--- src/rtl/sfl_pkg.sv ---
`default_nettype none
// ----------------------------------------------------------------------------
// Size-sorted free list package
// Shared types and constants for the size-sorted free block table.
// ----------------------------------------------------------------------------
package sfl_pkg;

  localparam int DefTableDepth  = 32;
  localparam int DefAddressBits = 32;

  typedef enum logic [1:0] {
    ACT_INSERT = 2'd0,
    ACT_REMOVE = 2'd1,
    ACT_FIT    = 2'd2,
    ACT_LAST   = 2'd3
  } action_t;

  typedef enum logic [1:0] {
    ST_OK    = 2'd0,
    ST_FULL  = 2'd1,
    ST_MISS  = 2'd2,
    ST_EMPTY = 2'd3
  } status_t;

  typedef enum logic [1:0] {
    S_IDLE    = 2'd0,
    S_EXEC    = 2'd1,
    S_RESPOND = 2'd2
  } fsm_state_t;

  typedef struct packed {
    logic load;
    logic exec;
  } sfl_cmd_t;

  typedef struct packed {
    logic dummy;
  } sfl_stat_t;

endpackage
`default_nettype wire

--- src/rtl/sfl_ctrl.sv ---
`default_nettype none
// ----------------------------------------------------------------------------
// Size-sorted free list controller
// Sequences one request: capture, table update, result hand-off.
// ----------------------------------------------------------------------------
module sfl_ctrl
  import sfl_pkg::*;
(
  input  wire logic     clk,
  input  wire logic     rst,
  input  wire logic     in_valid,
  output logic          in_ready,
  input  wire logic     out_taken,
  output logic          out_busy,
  output sfl_cmd_t      cmd
);

  fsm_state_t state, state_next;

  always_ff @(posedge clk) begin
    if (rst) begin
      state <= S_IDLE;
    end else begin
      state <= state_next;
    end
  end

  always_comb begin
    state_next = state;
    case (state)
      S_IDLE:    if (in_valid) state_next = S_EXEC;
      S_EXEC:    state_next = S_RESPOND;
      S_RESPOND: if (out_taken) state_next = in_valid ? S_EXEC : S_IDLE;
      default:   state_next = S_IDLE;
    endcase
  end

  always_comb begin
    in_ready = 1'b0;
    out_busy = 1'b0;
    cmd      = '0;
    case (state)
      S_IDLE: begin
        in_ready = 1'b1;
        cmd.load = in_valid;
      end
      S_EXEC: cmd.exec = 1'b1;
      S_RESPOND: begin
        out_busy = 1'b1;
        in_ready = out_taken;
        cmd.load = out_taken && in_valid;
      end
      default: ;
    endcase
  end

endmodule
`default_nettype wire

--- config.mk ---
export PLATFORM = sky130hd
export DESIGN_NAME = sfl_ctrl
export DESIGN_NICKNAME = d
export VERILOG_FILES = /design/src/rtl/sfl_pkg.sv /design/src/rtl/sfl_ctrl.sv
export SDC_FILE = /design/constraint.sdc
export NUM_CORES = 1
export LEC_CHECK = 0
export BUFFER_PORTS_ARGS = -buffer_cell sky130_fd_sc_hd__buf_2
export CAP_MARGIN = 30
export CORE_AREA = 2 2 39 41
export CTS_CLUSTER_SIZE = 20
export DETAILED_ROUTE_END_ITERATION = 8
export DIE_AREA = 0 0 41 43
export GPL_ROUTABILITY_DRIVEN = 0
export GPL_TIMING_DRIVEN = 1
export HOLD_SLACK_MARGIN = 0.03
export PLACE_DENSITY = 0.37
export SLEW_MARGIN = 20
export SYNTH_ARGS = -nofsm -noshare
export SYNTH_HDL_FRONTEND = slang
export SYNTH_SLANG_ARGS = --single-unit
--- constraint.sdc ---
create_clock -name clk -period 0.96 [get_ports clk]
set_clock_uncertainty 0.2 [all_clocks]
set_input_delay 0.192 -clock clk [delete_from_list [all_inputs] [get_ports clk]]
set_output_delay 0.192 -clock clk [all_outputs]
set_load 0.05 [all_outputs]
==> impl_results.md, run 1 <==
- Biggest area consumer among synthesized cells: dfxtp_1
- Crit path kind: flop to primary output
- Port-buffer cells: 7
- Synthesis-to-layout area growth: 164%
- Root Driver: clkbuf_4
- Core area: 0.00138 sq mm
- Placed insts: 36
- Worst Path Arrival: 1.02 ns
- WL/cell: 8.79 um
- Drt total wl: 378 um
- Post-route cell area: 298 sq um
- Status: complete, but fails checks
- Final hold violations: 1
- Unique masters post-synth: 9
- Most flop-heavy register: state
- Synth async-reset ratio: 0
- Final max-slew violation count: 0
- Clk pwr share: 0.474
- Maximum buffer depth of the clock tree: 2
- Std cell rows: 14
- Final std cells w/o fill: 43
- Latest clock arrival within the worst-skew pair: 0.23 ns
- Critical Path Fanout Max: 3
- Max Clock Freq: 707 MHz
- Number of max-cap violations: 0
- Avg Cell Area, Syn: 9.38 sq um
- Largest net degree at the start of global routing: 6
- Number of routed nets with antenna violations: 0
- Synth warn: 0
- H-Tree Depth: 1
- 1st-iter DRT viols: 0
- Crit share post-route: 1.47
- Syn Nets: 16
- Violated checks: hold timing, setup timing
- Final hold slack: -0.0254 ns
- DR vias/cell: 3.28
- Final #Nets: 32
- Syn Inst Count: 12
- Top Registers: state x2
- # IOs: 8
- Pwr Total: 0.000439 W
- Largest register FFs: 2
- Synth area leaders: dfxtp_1 (36%), nor4b_2 (13%), nor2b_1 (11%)
- TritonCTS Buffers: 3
- Number of global-route vias before repair: 155
- Placed instance area: 203 sq um
- FF+latch count, synth: 2
- Worst min path class: input pin to flop
- Post-Syn Area: 113 sq um
- Starting density of the core: 0.0814
- Post-synth EDFFs: 0
- First-pass GRT wire length: 627 um
- Chip Height: 43 um
- Overall via count from detail_route: 141
- Share of layout cells above drive strength 1: 0.852
- Worst path required time: 0.57 ns
- Initial antenna violation count: 0
- Antenna diode instance count: 0
- DRC viols: 0
- Unrepaired setup endpoints after global routing: true
- P_leak: 0.136 nW
- Die area: 0.00176 sq mm
- DR pass1 iterations: 1
- Power Density: 1480 mW/mm^2
- Logic pwr share: 0.309
- Peak VDD IR: 0.396 mV
- Final WS setup: -0.454 ns
- Worst Setup End Kind: primary output
- Seq pwr share: 0.217
- Synth top area share: 0.356
- Setup-failing EPs final: 6
- Worst-path clk slew: 0.03 ns
- Crit path launch type: flop
- CTS sink cnt: 2
- Relative slew slack: 0.881
- GRT Residual Overflow: 0
- Hpwl dp: 258 um
- Net Sw Frac: 0.299
- Die width: 41 um
- Synth top cells by count: dfxtp_1 (2), nor2_1 (2), nor2b_1 (2)
- Total global-route track usage: 0.0581
- Primary FF master, synth: dfxtp_1
- Int Pwr: 0.000308 W
- CTS tree: built
- Minimum clock period: 1.41 ns
- Fraction of the yosys area taken by sequential cells: 0.356
- Psw: 0.000131 W
- Measured slew at the worst slew-check pin: 0.178 ns
## power groups by stage
stage | Clock, W | Sequential (W) | Combinational, W
after global placement | 0 | 0.0000955 | 0.0000985
after floorplan | 0 | 0.0000956 | 0.0000802
after CTS | 0.000222 | 0.0000955 | 0.000128
final | 0.000208 | 0.0000955 | 0.000136
after detailed placement | 0 | 0.0000961 | 0.000101
after global routing | 0.000233 | 0.0000962 | 0.000142
## metal layers
metal  routed length (um)  share of wire  up-vias  global-route usage
met5                    0              0        -                   0
met4                    0              0        0              0.0400
met3                   40           0.11        0              0.0471
met2                  174           0.46        8              0.0688
met1                  164           0.43       64              0.0669
li1                     -              -       69                   -
## per-stage QoR
step                      setup WS, ns  utilization  setup TNS (ns)
after floorplan                 -0.359            -           -1.03
after global placement          -0.304        0.146           -1.01
after detailed placement        -0.312        0.146           -1.09
after CTS                       -0.460        0.202           -2.02
after global routing            -0.493        0.215           -2.31
final                           -0.454        0.215           -2.09
## cell type report
class                           count  area, sq um
Multi-Input combinational cell      8         93.8
Tap cell                           16         20.0
Timing Repair Buffer               12          109
Sequential cell                     2         45.0
Fill cell                         160         1090
Clock buffer                        4         26.3
Inverter                            1         3.75
## timing repair
action | 4_1_cts | 5_1_grt
cloned | 0 | 0
resized for setup | 12 | 1
buffers inserted | 1 | 2
pin swaps | 3 | 2
hold endpoints to repair | 1 | 1
endpoints found under the setup margin | 6 | 6
## cell usage in the layout, fill, tap and decap left out
cell type  count
buf_6          5
clkbuf_4       3
buf_2          3
buf_4          3
and2b_4        1
nor2b_2        1
nor2b_4        1
nor2_2         1
nor3b_4        1
inv_1          1
nor2_1         1
a22o_1         1
nor4b_4        1
clkbuf_1       1
buf_8          1
dfxtp_4        1
dfxtp_2        1
## cell families (layout without fill, tap and decap cells)
family / after synthesis / count (layout) / share of synthesized area
AND/OR/NAND/NOR: 7 / 7 / 0.467
AO/OA/AOI/OAI: 1 / 1 / 0.0778
flip-flops: 2 / 2 / 0.356
buffers and inverters: 2 / 17 / 0.100
## final timing paths
check                start        to  slack (ns)  cells after the start
hold reg to reg   state[0]  state[0]        0.39                      2
setup reg to reg  state[1]  state[1]       -0.31                      5
setup / recovery  state[1]    cmd[1]       -0.45                      3
hold / removal         rst  state[0]       -0.03                      2
## worst max-delay path: stages, from the launching register on
cell and delay, ns:
dfxtp_2 0.31, nor2b_4 0.13, nor3b_4 0.17, buf_6 0.18
No activity file was read; power rests on OpenSTA's default activity.
==> inputs of run 2 (changes only) <==
Clock period 0.96 ns to 1.2 ns, I/O delays scaled along.
==> run 2 against run 1 <==
The run ends with setup timing left. Count of clock-buffer cells in the layout shrank 1. Clock power shrank 29%. Design area shrank 3.8%. Global-route usage shrank 0.39 points. Largest cell class unchanged. Largest power group unchanged.
==> impl_results.md, run 2 (same netlist as run 1, synthesis figures left out) <==
- Status: complete, but fails checks
- Violated checks: setup timing
- Share of layout cells above drive strength 1: 0.885 (+0.0328)
- Power Density: 1160 mW/mm^2 (-22%)
- Int Pwr: 0.000234 W (-24%)
- Final max-slew violation count: 0 (unchanged)
- Die area: 0.00176 sq mm (unchanged)
- Core area: 0.00138 sq mm (unchanged)
- H-Tree Depth: 1 (unchanged)
- CP delay by family, top: flip-flops
- Latest clock arrival within the worst-skew pair: 0.22 ns (about the same)
- Final hold slack: 0.00840 ns (+0.0338 ns)
- Initial antenna violation count: 0 (unchanged)
- Critical Path Fanout Max: 3 (unchanged)
- Std cell rows: 14 (unchanged)
- Hpwl dp: 270 um (+4.7%)
- Worst-path clk slew: 0.03 ns (about the same)
- Net Sw Frac: 0.294 (-0.00469)
- Starting density of the core: 0.0814 (unchanged)
- Total global-route track usage: 0.0541 (-0.00395)
- Seq pwr share: 0.228 (+0.011)
- Worst setup path startpoint: state[1]
- Final WS setup: -0.259 ns (+0.195 ns)
- M2 GR Usage: 0.0500 (-0.0188)
- Crit path kind: flop to primary output
- # IOs: 8 (unchanged)
- Peak VDD IR: 0.316 mV (-20%)
- Drt total wl: 335 um (-11%)
- Measured slew at the worst slew-check pin: 0.167 ns (-0.0110 ns)
- Grt peak-use layer: met1
- Clk pwr share: 0.445 (-0.029)
- Psw: 0.0000975 W (-26%)
- Crit share post-route: 1.22
- P_leak: 0.130 nW (-4.3%)
- DR pass1 iterations: 1 (unchanged)
- WL/cell: 7.98 um (-9.3%)
- Crit path launch type: flop
- M1 GR Usage: 0.0639 (-0.00298)
- CTS tree: built
- Most frequent cells in the layout: buf_6 (4), buf_4 (4), clkbuf_4 (3), buf_2 (3), nor2b_4 (2)
- Worst path bufs/invs: 1 (unchanged)
- First-pass GRT wire length: 545 um (-13%)
- Worst-path cell chain: nor2b_4, nor3b_4, buf_6
- Final hold violations: 0 (-1)
- Die width: 41 um (unchanged)
- Minimum clock period: 1.46 ns
- Antenna diode instance count: 0 (unchanged)
- Worst path required time: 0.76 ns (+0.19 ns)
- M3 GR Usage: 0.0471 (unchanged)
- Overall via count from detail_route: 136 (-3.5%)
- Relative slew slack: 0.888 (+0.00752)
- Min-delay src: rst
- Maximum buffer depth of the clock tree: 2 (unchanged)
- Max Clock Freq: 685 MHz
- Number of routed nets with antenna violations: 0 (unchanged)
- Number of global-route vias before repair: 139 (-10%)
- Largest net degree at the start of global routing: 5 (-1)
- Top Registers: state x2
- Logic pwr share: 0.327 (+0.018)
- Setup-failing EPs final: 4 (-2)
- CTS sink cnt: 2 (unchanged)
- CP max stage cell: dfxtp_2
- Root Driver: clkbuf_4
- Chip Height: 43 um (unchanged)
- TritonCTS Buffers: 3 (unchanged)
- GRT Residual Overflow: 0 (unchanged)
- Reg2reg start: state[0]
- Number of max-cap violations: 0 (unchanged)
- Register area: 45.0 sq um (unchanged)
- Worst min path class: input pin to flop
- Largest register FFs: 2 (unchanged)
- 1st-iter DRT viols: 0 (unchanged)
- Worst Setup End Kind: primary output
- DR vias/cell: 3.24 (-1.2%)
- Most flop-heavy register: state
- Pwr Total: 0.000331 W (-25%)
- R2R Setup Slk: 0.03 ns (+0.34 ns)
- DRC viols: 0 (unchanged)
- Multi-input logic area: 90.1 sq um (-4.0%)
- Worst Path Arrival: 1.02 ns (about the same)
- Final #Nets: 32 (unchanged)
- Synthesis-to-layout area growth: 154%
- # fillers: 152 (-5.0%)
- Port-buffer cells: 7 (unchanged)
- Unrepaired setup endpoints after global routing: true
- Crit-path max cell delay: 0.31 ns (about the same)
[run 2: cell types whose count changed in the layout (fill, tap and decap cells not counted), sizes merged]
cell    delta
clkbuf     -1
[run 2: repair_timing]
action,CTS,global route
pin swaps,1,0
gates resized for setup,13,1
endpoints found under the hold margin,1,1
buffers inserted,1,1
setup endpoints to repair,4,4
[run 2: routing by layer]
metal,up-vias,wire length [um],part of all wire
met5,-,0,0
met4,0,0,0
met3,0,28,0.084
met2,8,146,0.44
met1,60,160,0.48
li1,68,-,-
[run 2: layout make-up]
type                    instances  area share
well taps                      16      0.0699
inverters                       1      0.0131
multi-input cells               8       0.314
repair buffers                 12       0.367
flip-flops and latches          2       0.157
clock buffers                   3      0.0786
[run 2: final timing paths]
path	endpoint	cells past startpoint
setup / recovery	cmd[1]	3
hold / removal	state[0]	2
setup reg to reg	state[1]	3
hold reg to reg	state[0]	2
[run 2: power by group through the flow]
stage          logic (W)  registers [W]  clock network [W]
6_report        0.000108      0.0000754           0.000148
5_1_grt         0.000116      0.0000763           0.000161
4_1_cts         0.000105      0.0000755           0.000154
3_5_place_dp   0.0000845      0.0000761                  0
3_3_place_gp   0.0000828      0.0000758                  0
2_1_floorplan  0.0000603      0.0000771                  0
[run 2: worst register-to-register path, delay by kind of cell (launching register included)]
family	cells	cell delay (ns)
flops	1	0.35
compound gates	1	0.21
simple gates	1	0.17
buf+inv	1	0.12
[run 2: through the flow]
step	setup WS, ns	utilization	setup TNS (ns)	instance area [sq um]	instances
after floorplan	-0.167	-	-0.389	136	12
after global placement	-0.121	0.149	-0.307	206	37
after detailed placement	-0.136	0.149	-0.359	206	37
after CTS	-0.278	0.198	-0.906	274	41
after global routing	-0.303	0.207	-1.01	287	42
final	-0.259	0.207	-0.839	287	42
